===== src/sv/srs_pkg.sv =====
// ----------------------------------------------------------------------------
// Stepper ramp sequencer package
// Shared constants, command codes and record types of the motor bank.
// ----------------------------------------------------------------------------
package srs_pkg;

	localparam int MOTORS     = 4;
	localparam int COUNT_BITS = 16;
	localparam int MIDX_W     = (MOTORS > 1) ? $clog2(MOTORS) : 1;

	localparam logic [1:0] CMD_TICK   = 2'd0;
	localparam logic [1:0] CMD_MOTION = 2'd1;
	localparam logic [1:0] CMD_COUNT  = 2'd2;
	localparam logic [1:0] CMD_START  = 2'd3;

	localparam logic [1:0] RUN_HOLD    = 2'd0;
	localparam logic [1:0] RUN_FWD     = 2'd1;
	localparam logic [1:0] RUN_REV     = 2'd2;
	localparam logic [1:0] RUN_ILLEGAL = 2'd3;

	localparam logic [1:0] STOP_RUN     = 2'd0;
	localparam logic [1:0] STOP_HOLD    = 2'd1;
	localparam logic [1:0] STOP_RELEASE = 2'd2;
	localparam logic [1:0] STOP_REVERSE = 2'd3;

	localparam logic [1:0] CNT_NONE    = 2'd0;
	localparam logic [1:0] CNT_UP      = 2'd1;
	localparam logic [1:0] CNT_DOWN    = 2'd2;
	localparam logic [1:0] CNT_ILLEGAL = 2'd3;

	localparam logic [3:0] RATE_SLOWEST = 4'd15;
	localparam logic [2:0] PHASE_TOP    = 3'd7;

	typedef struct packed {
		logic [1:0]            motion;
		logic [1:0]            stop;
		logic [3:0]            div;
		logic [3:0]            rate;
		logic [3:0]            goal;
		logic [2:0]            phase;
		logic [1:0]            cmode;
		logic [COUNT_BITS-1:0] cnt;
	} motor_t;

	typedef struct packed {
		logic [1:0]  cmd;
		logic [1:0]  run_state;
		logic [1:0]  stop_mode;
		logic [3:0]  target_rate;
		logic [3:0]  start_rate;
		logic [1:0]  count_mode;
		logic [15:0] count_value;
	} req_t;

	typedef struct packed {
		logic [1:0]  motor_id;
		logic [2:0]  phase;
		logic        drive;
		logic        release_res;
		logic [1:0]  run_state;
		logic [15:0] step_count;
		logic        last;
	} res_t;

endpackage


===== src/sv/srs_state_mem.sv =====
// ----------------------------------------------------------------------------
// Motor state memory
// One record per motor, synchronous read with registered data. Entries that
// have not been written since reset read as all zero.
// ----------------------------------------------------------------------------
module srs_state_mem
	import srs_pkg::*;
(
	input  logic              clk,
	input  logic              arst_n,
	input  logic              rd_en,
	input  logic [MIDX_W-1:0] rd_addr,
	output motor_t            rd_data,
	input  logic              wr_en,
	input  logic [MIDX_W-1:0] wr_addr,
	input  motor_t            wr_data
);

	motor_t              ram [MOTORS];
	motor_t              ram_rd_q;
	logic [MOTORS-1:0]   vld_q;
	logic                rd_vld_q;

	always_ff @(posedge clk) begin
		if (wr_en) begin
			ram[wr_addr] <= wr_data;
		end
		if (rd_en) begin
			ram_rd_q <= ram[rd_addr];
		end
	end

	always_ff @(posedge clk or negedge arst_n) begin
		if (!arst_n) begin
			vld_q    <= '0;
			rd_vld_q <= 1'b0;
		end else begin
			if (wr_en) begin
				vld_q[wr_addr] <= 1'b1;
			end
			if (rd_en) begin
				rd_vld_q <= vld_q[rd_addr];
			end
		end
	end

	assign rd_data = rd_vld_q ? ram_rd_q : '0;

endmodule


===== src/sv/srs_motor_update.sv =====
// ----------------------------------------------------------------------------
// Motor record update
// Applies a command or one tick step to a motor record and forms the result.
// ----------------------------------------------------------------------------
module srs_motor_update
	import srs_pkg::*;
(
	input  motor_t            st,
	input  req_t              req,
	input  logic [MIDX_W-1:0] idx,
	output motor_t            nx,
	output res_t              res
);

	logic [1:0] ms;
	logic [3:0] rate;
	logic       drv;
	logic       rel;

	always_comb begin
		nx   = st;
		ms   = st.motion;
		rate = st.rate;
		drv  = 1'b0;
		rel  = 1'b0;
		case (req.cmd)
			CMD_MOTION: begin
				nx.motion = (req.run_state == RUN_ILLEGAL) ? RUN_HOLD : req.run_state;
				nx.stop   = req.stop_mode;
				nx.goal   = req.target_rate;
			end
			CMD_COUNT: begin
				nx.cmode = (req.count_mode == CNT_ILLEGAL) ? CNT_NONE : req.count_mode;
				nx.cnt   = COUNT_BITS'(req.count_value);
			end
			CMD_START: begin
				nx.rate = req.start_rate;
				nx.div  = req.start_rate;
			end
			default: begin
				if (st.motion == RUN_FWD || st.motion == RUN_REV) begin
					if (st.div != 4'd0) begin
						nx.div = st.div - 4'd1;
					end else begin
						if (st.stop == STOP_RUN) begin
							if (st.rate > st.goal) begin
								rate = st.rate - 4'd1;
							end else if (st.rate < st.goal) begin
								rate = st.rate + 4'd1;
							end
						end else if (st.rate >= RATE_SLOWEST) begin
							case (st.stop)
								STOP_HOLD: begin
									ms = RUN_HOLD;
								end
								STOP_RELEASE: begin
									ms  = RUN_HOLD;
									rel = 1'b1;
								end
								default: begin
									ms      = (st.motion == RUN_FWD) ? RUN_REV : RUN_FWD;
									nx.stop = STOP_RUN;
								end
							endcase
						end else begin
							rate = st.rate + 4'd1;
						end
						nx.rate = rate;
						nx.div  = rate;
						if (st.motion == RUN_FWD) begin
							nx.phase = (st.phase >= PHASE_TOP) ? 3'd0 : st.phase + 3'd1;
						end else begin
							nx.phase = (st.phase == 3'd0) ? PHASE_TOP : st.phase - 3'd1;
						end
						if (ms == st.motion) begin
							drv = 1'b1;
							if (st.cmode == CNT_UP) begin
								nx.cnt = st.cnt + COUNT_BITS'(1);
							end else if (st.cmode == CNT_DOWN) begin
								if (st.cnt == '0) begin
									ms = RUN_HOLD;
								end else begin
									nx.cnt = st.cnt - COUNT_BITS'(1);
								end
							end
						end
						nx.motion = ms;
					end
				end
			end
		endcase
	end

	assign res.motor_id    = 2'(idx);
	assign res.phase       = nx.phase;
	assign res.drive       = drv;
	assign res.release_res = rel;
	assign res.run_state   = nx.motion;
	assign res.step_count  = 16'(nx.cnt);
	assign res.last        = (idx == MIDX_W'(MOTORS - 1));

endmodule


===== src/sv/stepper_ramp_sequencer.sv =====
// ----------------------------------------------------------------------------
// Stepper ramp sequencer
// A command is accepted only in idle; for a motor in range its record is read,
// then updated and written back, and no new request is taken until idle again.
// A tick walks the motors in turn, each with a memory read, then update and
// write-back through the single state memory port pair; a write-back waits while
// an unaccepted result is still held for rsp_ready. The result for motor k is
// registered at its write-back. Reset clears all records.
module stepper_ramp_sequencer
	import srs_pkg::*;
(
	input  logic        clk,
	input  logic        arst_n,
	input  logic        req_valid,
	output logic        req_ready,
	input  logic [1:0]  cmd,
	input  logic [1:0]  motor,
	input  logic [1:0]  new_run_state,
	input  logic [1:0]  new_stop_mode,
	input  logic [3:0]  target_rate,
	input  logic [3:0]  start_rate,
	input  logic [1:0]  new_count_mode,
	input  logic [15:0] count_value,
	output logic        rsp_valid,
	input  logic        rsp_ready,
	output logic [1:0]  motor_id,
	output logic [2:0]  phase,
	output logic        drive,
	output logic        release_res,
	output logic [1:0]  run_state,
	output logic [15:0] step_count,
	output logic        last
);

	localparam logic [1:0] ST_IDLE = 2'd0;
	localparam logic [1:0] ST_READ = 2'd1;
	localparam logic [1:0] ST_EXEC = 2'd2;

	logic [1:0]        state_q;
	logic [MIDX_W-1:0] k_q;
	req_t              req_q;
	res_t              res_q;
	logic              rsp_valid_q;

	logic              accept;
	logic              rd_en;
	logic              wr_en;
	logic              out_free;
	logic              is_tick;
	logic              in_range;
	motor_t            rd_data;
	motor_t            nx;
	res_t              res;

	assign accept   = req_valid && req_ready;
	assign req_ready = (state_q == ST_IDLE);
	assign in_range = (5'(motor) < 5'(MOTORS));
	assign is_tick  = (req_q.cmd == CMD_TICK);
	assign out_free = !rsp_valid_q || rsp_ready;
	assign rd_en    = (state_q == ST_READ);
	assign wr_en    = (state_q == ST_EXEC) && (!is_tick || out_free);

	srs_state_mem u_mem (
		.clk     (clk),
		.arst_n  (arst_n),
		.rd_en   (rd_en),
		.rd_addr (k_q),
		.rd_data (rd_data),
		.wr_en   (wr_en),
		.wr_addr (k_q),
		.wr_data (nx)
	);

	srs_motor_update u_upd (
		.st  (rd_data),
		.req (req_q),
		.idx (k_q),
		.nx  (nx),
		.res (res)
	);

	always_ff @(posedge clk) begin
		if (accept) begin
			req_q.cmd         <= cmd;
			req_q.run_state   <= new_run_state;
			req_q.stop_mode   <= new_stop_mode;
			req_q.target_rate <= target_rate;
			req_q.start_rate  <= start_rate;
			req_q.count_mode  <= new_count_mode;
			req_q.count_value <= count_value;
		end
		if (wr_en && is_tick) begin
			res_q <= res;
		end
	end

	always_ff @(posedge clk or negedge arst_n) begin
		if (!arst_n) begin
			state_q     <= ST_IDLE;
			k_q         <= '0;
			rsp_valid_q <= 1'b0;
		end else begin
			if (wr_en && is_tick) begin
				rsp_valid_q <= 1'b1;
			end else if (rsp_ready) begin
				rsp_valid_q <= 1'b0;
			end
			case (state_q)
				ST_IDLE: begin
					if (accept) begin
						if (cmd == CMD_TICK) begin
							k_q     <= '0;
							state_q <= ST_READ;
						end else if (in_range) begin
							k_q     <= MIDX_W'(motor);
							state_q <= ST_READ;
						end
					end
				end
				ST_READ: begin
					state_q <= ST_EXEC;
				end
				ST_EXEC: begin
					if (wr_en) begin
						if (!is_tick || k_q == MIDX_W'(MOTORS - 1)) begin
							state_q <= ST_IDLE;
						end else begin
							k_q     <= k_q + MIDX_W'(1);
							state_q <= ST_READ;
						end
					end
				end
				default: begin
					state_q <= ST_IDLE;
				end
			endcase
		end
	end

	assign rsp_valid   = rsp_valid_q;
	assign motor_id    = res_q.motor_id;
	assign phase       = res_q.phase;
	assign drive       = res_q.drive;
	assign release_res = res_q.release_res;
	assign run_state   = res_q.run_state;
	assign step_count  = res_q.step_count;
	assign last        = res_q.last;

`ifndef SYNTH
	a_read_then_exec: assert property (@(posedge clk) disable iff (!arst_n)
		state_q == ST_READ |=> state_q == ST_EXEC)
		else $error("memory read not followed by update");

	a_index_range: assert property (@(posedge clk) disable iff (!arst_n)
		state_q != ST_IDLE |-> 5'(k_q) < 5'(MOTORS))
		else $error("motor index out of range");

	a_no_result_on_command: assert property (@(posedge clk) disable iff (!arst_n)
		(wr_en && !is_tick) |=> !$rose(rsp_valid_q))
		else $error("result produced by a command request");
`endif

endmodule


===== config.mk =====
export PLATFORM = sky130hd
export DESIGN_NAME = stepper_ramp_sequencer
export DESIGN_NICKNAME = d
export VERILOG_FILES = /design/src/sv/srs_pkg.sv /design/src/sv/srs_state_mem.sv /design/src/sv/srs_motor_update.sv /design/src/sv/stepper_ramp_sequencer.sv
export SDC_FILE = /design/constraint.sdc
export NUM_CORES = 1
export LEC_CHECK = 0
export BUFFER_PORTS_ARGS = -buffer_cell sky130_fd_sc_hd__buf_2
export CAP_MARGIN = 15
export CORE_AREA = 2 2 111 193
export CTS_CLUSTER_SIZE = 16
export DETAILED_ROUTE_END_ITERATION = 10
export DIE_AREA = 0 0 113 195
export PLACE_DENSITY = 0.69
export SLEW_MARGIN = 40
export SYNTH_ARGS = -nofsm -noshare
export SYNTH_HDL_FRONTEND = slang
export SYNTH_SLANG_ARGS = --single-unit

===== constraint.sdc =====
create_clock -name clk -period 4.45 [get_ports clk]
set_clock_uncertainty 0.1 [all_clocks]
set_input_delay 0.89 -clock clk [delete_from_list [all_inputs] [get_ports clk]]
set_output_delay 0.89 -clock clk [all_outputs]
set_load 0.01 [all_outputs]

After elaboration in Yosys (flattened, before gate mapping):

Memories as Yosys holds them, arrays and structs flattened. A register that Yosys moved wholly into a read port is not among the register bits.
Index checks and enable logic that the tools add are counted.
W data, S select, Z words.

* flip-flop bits (word level): 68
* memory bits (writable): 148
* bits of input ports: 38
* logic and storage cells: 144
* memories kept: 1

Memories
* u_mem.ram: depth 4, bits a word 37, read ports 1, clocked after Yosys merged registers in 1, wr ports 1, line srs_state_mem.sv:19 `motor_t ram [MOTORS];`

* add/sub/neg operators: 8
* magnitude comparators: 6
* equal/unequal tests: 18
* multiplexer cells: 61
* bitwise operators: 3
* reduce and logical (&&, ||, !) cells: 28

Operators with widths (count)
* $mux W16: 6
* $mux W2: 23
* $mux W37: 1
* $mux W4: 8
* $pmux W16 S2: 1
* $eq A2 B2 Y1 const B: 9
* $mux W3: 6
* $add A16 B1 Y16 const B: 1
* $logic_not A16 Y1: 1
* $pmux W8 S2: 1
* $sub A16 B1 Y16 const B: 1
* $mux W12: 1
* $eq A2 B1 Y1 const B: 5
* $mux W1: 9
* $logic_not A2 Y1: 4
* $pmux W4 S2: 1
* $reduce_or A2 Y1: 4
* $sub A4 B1 Y4 const B: 2
* $reduce_or A7 Y1: 1
* $pmux W2 S3: 1
* $reduce_or A5 Y1: 1
* $add A4 B1 Y4 const B: 1
* $ge A4 B4 Y1 const B: 1
* $gt A4 B4 Y1: 1
* other kinds (24): 34

Depth between registers and ports, before layout:

* depth after elaboration: 16
* depth in mapped cells: 15
* mapped depth without buffers: 9

Modules after synthesis:

Synthesis repeated with hierarchy kept, for this count alone.

* cells, all modules: 745
* area, all modules: 11363.4 sq um

Modules (own cells, without submodules)
* srs_state_mem: times used 1, cells each 291, area each 6912.9 sq um, sequential area each 5680.4 sq um
* srs_motor_update: times used 1, cells each 371, area each 2399.8 sq um, sequential area each 0.0 sq um
* stepper_ramp_sequencer: times used 1, cells each 83, area each 2050.7 sq um, sequential area each 1866.8 sq um

Worst setup path after synthesis:

Ideal clock, no wire load.

* kind: register to register
* from: register u_mem.rd_vld_q
* to: register res_q (netlist bit step_count[15]) (data pin)
* data arrival time: 3.728 ns
* required time: 4.117 ns
* path slack: 0.388 ns
* cell stages (with the launch flop): 14
* path buffers: 5
* clock period less this slack: 4.062 ns
* path through: dfrtp_1 -> clkbuf_1 -> clkbuf_1 -> clkbuf_1 -> clkbuf_1 -> nand2_1 -> ha_1 -> buf_2 -> or3b_1 -> a311oi_1 -> o21ai_1 -> nor3b_1 -> mux2_1 -> a211oi_1

RTL lines
* start: declaration: line srs_state_mem.sv:22 `logic rd_vld_q;`
* start signal: assignment: line srs_state_mem.sv:42 `rd_vld_q <= vld_q[rd_addr];`
* end signal: assignment: line stepper_ramp_sequencer.sv:93 `res_q <= res;`
* end: declaration: line stepper_ramp_sequencer.sv:42 `res_t res_q;`

==> key figures <==
Outcome
  • Status: finished with violations
  • Failing checks: design-rule violations

Timing
  • Final setup violation count: 0
  • Achievable frequency: about 0.26 GHz
  • Worst hold slack: 142.9 ps
  • Final worst path period share: 87.19%
  • RSZ-0062 raised after global routing: no
  • Final worst slack: 569.9 ps
  • Shortest period the worst path allows: 3880 ps
  • Slew margin rel.: a little over two fifths
  • Slew @ Worst Pin: 849.8 ps
  • Final setup TNS: 0 ps
  • Max-slew violation count: 0
  • Fin. Hold Viols: 0

Die
  • Die ar.: 22040 um^2
  • Die X: 113 um
  • Core Area: 20370 um^2
  • FP Rows: 69
  • Starting density of the core: 54.26%
  • Total I/O pin count: 66
  • DIE HEIGHT: 195 um

Route
  • Via-to-Cell Ratio: between 6 and 7
  • Antenna viol nets, final: 0
  • DRC violations left: 4
  • Vias: 6636
  • Routed wire length per instance: 24.69 um
  • Initial DRC count: 459
  • Drt pass-1 iters: 8
  • Post-Route WL: 25.93 mm

Yosys
  • Yosys cell types: 63
  • Top cell type's share of synthesized area: 66.00%
  • Top post-synthesis cells by area: edfxtp_1 66%, mux4_2 7.7%, ha_1 2.9%
  • Synth Warn #: 0
  • Async set-or-reset flop fraction in the synthesized netlist: 3.953%
  • Top_reg_cell synth: edfxtp_1
  • Mapped Cells: between 700 and 800
  • Syn Area/Cell: 15.33 um^2
  • EDFF count, synth: 243
  • Mapped Nets: 785
  • Register bit count reported by yosys: between 200 and 300
  • Mapped Area: 11060 um^2
  • Area leader, netlist: edfxtp_1
  • Post-synthesis sequential area ratio: 68.27%

Worst setup path
  • Worst path top cell family by delay: compound AO/OA/AOI/OAI gates
  • Setup slack, reg-to-reg: 570 ps
  • Terminus of the critical flop-to-flop path: u_mem.ram[0][15]$_DFFE_PP_
  • WP buf/inv: 0
  • Crit path max fanout: 28
  • Crit Path Category: flop to flop
  • CP Capture Type: flop
  • Worst R2R Start: u_mem.rd_vld_q$_DFFE_PN0N_
  • Crit-path max cell delay: 680 ps
  • CP Cell Sequence: nand2_1 -> ha_1 -> or3b_1 -> a311oi_1 -> o21ai_1 -> nor3b_1 -> mux2_1 -> a211oi_1
  • Setup crit start kind: flop
  • Worst EP arrival: around 4000 ps
  • WP data required: 4590 ps
  • Critical Path Slowest Stage Cell: dfrtp_2
  • Reg2Reg Depth: 8

Clock network
  • PostCTS Resize Cnt: 0
  • Clk sinks: 253
  • Setup Fix Bufs, Post-CTS: 0
  • CTS Hold Bufs: 0
  • Clk Latency, worst-skew pair: 510 ps
  • Clock tree root driver cell: clkbuf_16
  • TritonCTS clock tree: built
  • CTS Buffer Depth: 3
  • Clock transition at the registers of the reported paths: 70 ps
  • H-tree level count: 1
  • Total CTS buffers: 23

Global route
  • Vias in the first global route: 7000
  • Initial antenna violation count: 0
  • Total Routing Usage GR: 23.51%
  • First-pass GRT wire length: 39.17 mm
  • Largest net degree at the start of global routing: 65
  • Gr ovfl total: 0

Flow run
  • Maxcap violations: 0

Pwr
  • Leakage: between 0.004 and 0.005 uW
  • P per Cell Area: between 600 and 700 nW/um^2
  • Worst vdd ir: between 400 and 500 uV

Final layout
  • Commonest cells after routing, fill and taps aside: 243 x edfxtp_1, 65 x buf_2, 62 x nand2_1, 38 x mux4_2
  • Share of post-route cells with drive strength above 1: 21.82%
  • Nets: 852
  • Multi-input logic area: 3299 um^2
  • Storage element area: about 7600 um^2
  • P&R area growth vs syn: 12.18%
  • Antenna cells: 0
  • Fillers: 1571
  • Commonest non-fill, non-tap cell in the layout: edfxtp_1

Hold path
  • Hold crit path type: input pin to asynchronous set/reset pin

Placed design
  • Worst slack, placed: 605.3 ps
  • Final GP Congestion: about 0.84
  • Port-buffer cells: 65
  • Hpwl dp: 16.98 mm
==> Yosys cell counts (3+ instances only) <==
library cell    n
or2_2           6
a21o_1          5
a32oi_1         7
a221oi_1       18
o21ai_0        20
a21oi_1        35
xnor2_1         6
nor2_1         36
or4_1           3
a211oi_1        9
and3_1          4
inv_1          19
nand3_1        11
nor3_1         15
clkbuf_1       28
a31oi_1         9
o41ai_1         3
or3_1           4
dfrtp_1        10
mux2i_1         3
and2_1         12
o211a_1         3
xor2_1         12
nand4_1         5
o31ai_1         3
nor2b_1         8
mux4_2         38
ha_1           26
edfxtp_1      243
o211ai_1        5
nand3b_1        3
nand2b_1        8
nand2_1        62
buf_1           6
==> final cells by class <==
class / instances / area share [%]
sequential: 253 / 60.91
multi-input combinational: 411 / 26.60
clock buffer: 26 / 4.732
timing repair buffer: 80 / 3.531
tap: 248 / 2.502
clock inverter: 13 / 1.150
inverter: 19 / 0.5751
==> worst max-delay path by stage <==
stage	from	end	slack, ps	cells after the start
2_1_floorplan	u_mem.rd_vld_q$_DFFE_PN0N_	step_count[15]$_DFFE_PP_	390	13
3_3_place_gp	u_mem.rd_vld_q$_DFFE_PN0N_	step_count[15]$_DFFE_PP_	840	8
3_5_place_dp	u_mem.rd_vld_q$_DFFE_PN0N_	u_mem.ram[2][15]$_DFFE_PP_	610	8
4_1_cts	u_mem.rd_vld_q$_DFFE_PN0N_	u_mem.ram[0][15]$_DFFE_PP_	590	8
5_1_grt	u_mem.rd_vld_q$_DFFE_PN0N_	u_mem.ram[0][15]$_DFFE_PP_	340	8
6_report	u_mem.rd_vld_q$_DFFE_PN0N_	u_mem.ram[0][15]$_DFFE_PP_	570	8
==> layer usage <==
| metal | track usage (%) | up-vias | share of wire (%) |
|---|---|---|---|
| met4 | 10.98 | 0 | 4.7 |
| li1 | - | 2961 | - |
| met2 | 44.18 | 272 | 55 |
| met3 | 3.197 | 85 | 5.3 |
| met1 | 25.73 | 3318 | 35 |
| met5 | 0 | - | 0 |
==> where the power goes <==
part / leakage, uW / internal, uW / switching, uW
sequential: 0.00236 / 3460 / 444
combinational: 0.00159 / 1040 / 1650
clock: 0.000348 / 1120 / 826
==> sequential cells by signal, summed over array words and instances (netlist names) <==
register	count
u_mem.ram_rd_q	37
rsp_valid	1
release_res	1
req_q	32
k_q	2
u_mem.ram	148
step_count	16
drive	1
run_state	2
motor_id	2
phase	3
state_q	2
u_mem.vld_q	4
u_mem.rd_vld_q	1
last	1
==> worst register-to-register path: stages (launching register included) <==
cell and delay, ps:
dfrtp_2 680, nand2_1 220, ha_1 350, or3b_1 400
a311oi_1 370, o21ai_1 220, nor3b_1 410, mux2_1 370
a211oi_1 480
==> cells by family (layout without fill, tap and decap cells) <==
family	count (synthesis)	count (layout)	synth area share, %
flip-flops	253	253	68.27
AND/OR/NAND/NOR	185	185	8.250
AO/OA/AOI/OAI	138	138	8.681
buffers and inverters	57	138	2.116
multiplexers	44	44	8.318
adder cells (fa/ha/maj)	26	26	2.942
XOR/XNOR	18	18	1.426
==> through the flow <==
stage,util (%),area [um^2],total power [uW],std cells
after floorplan,-,11060,5711,721
after CTS,60.85,12400,8566,1050
after global routing,60.87,12400,8938,1050
final,60.87,12400,8532,1050
after global placement,57.25,11660,6501,1011
after detailed placement,57.26,11670,6607,1011
Note: power is estimated with default switching activity, not from simulation.
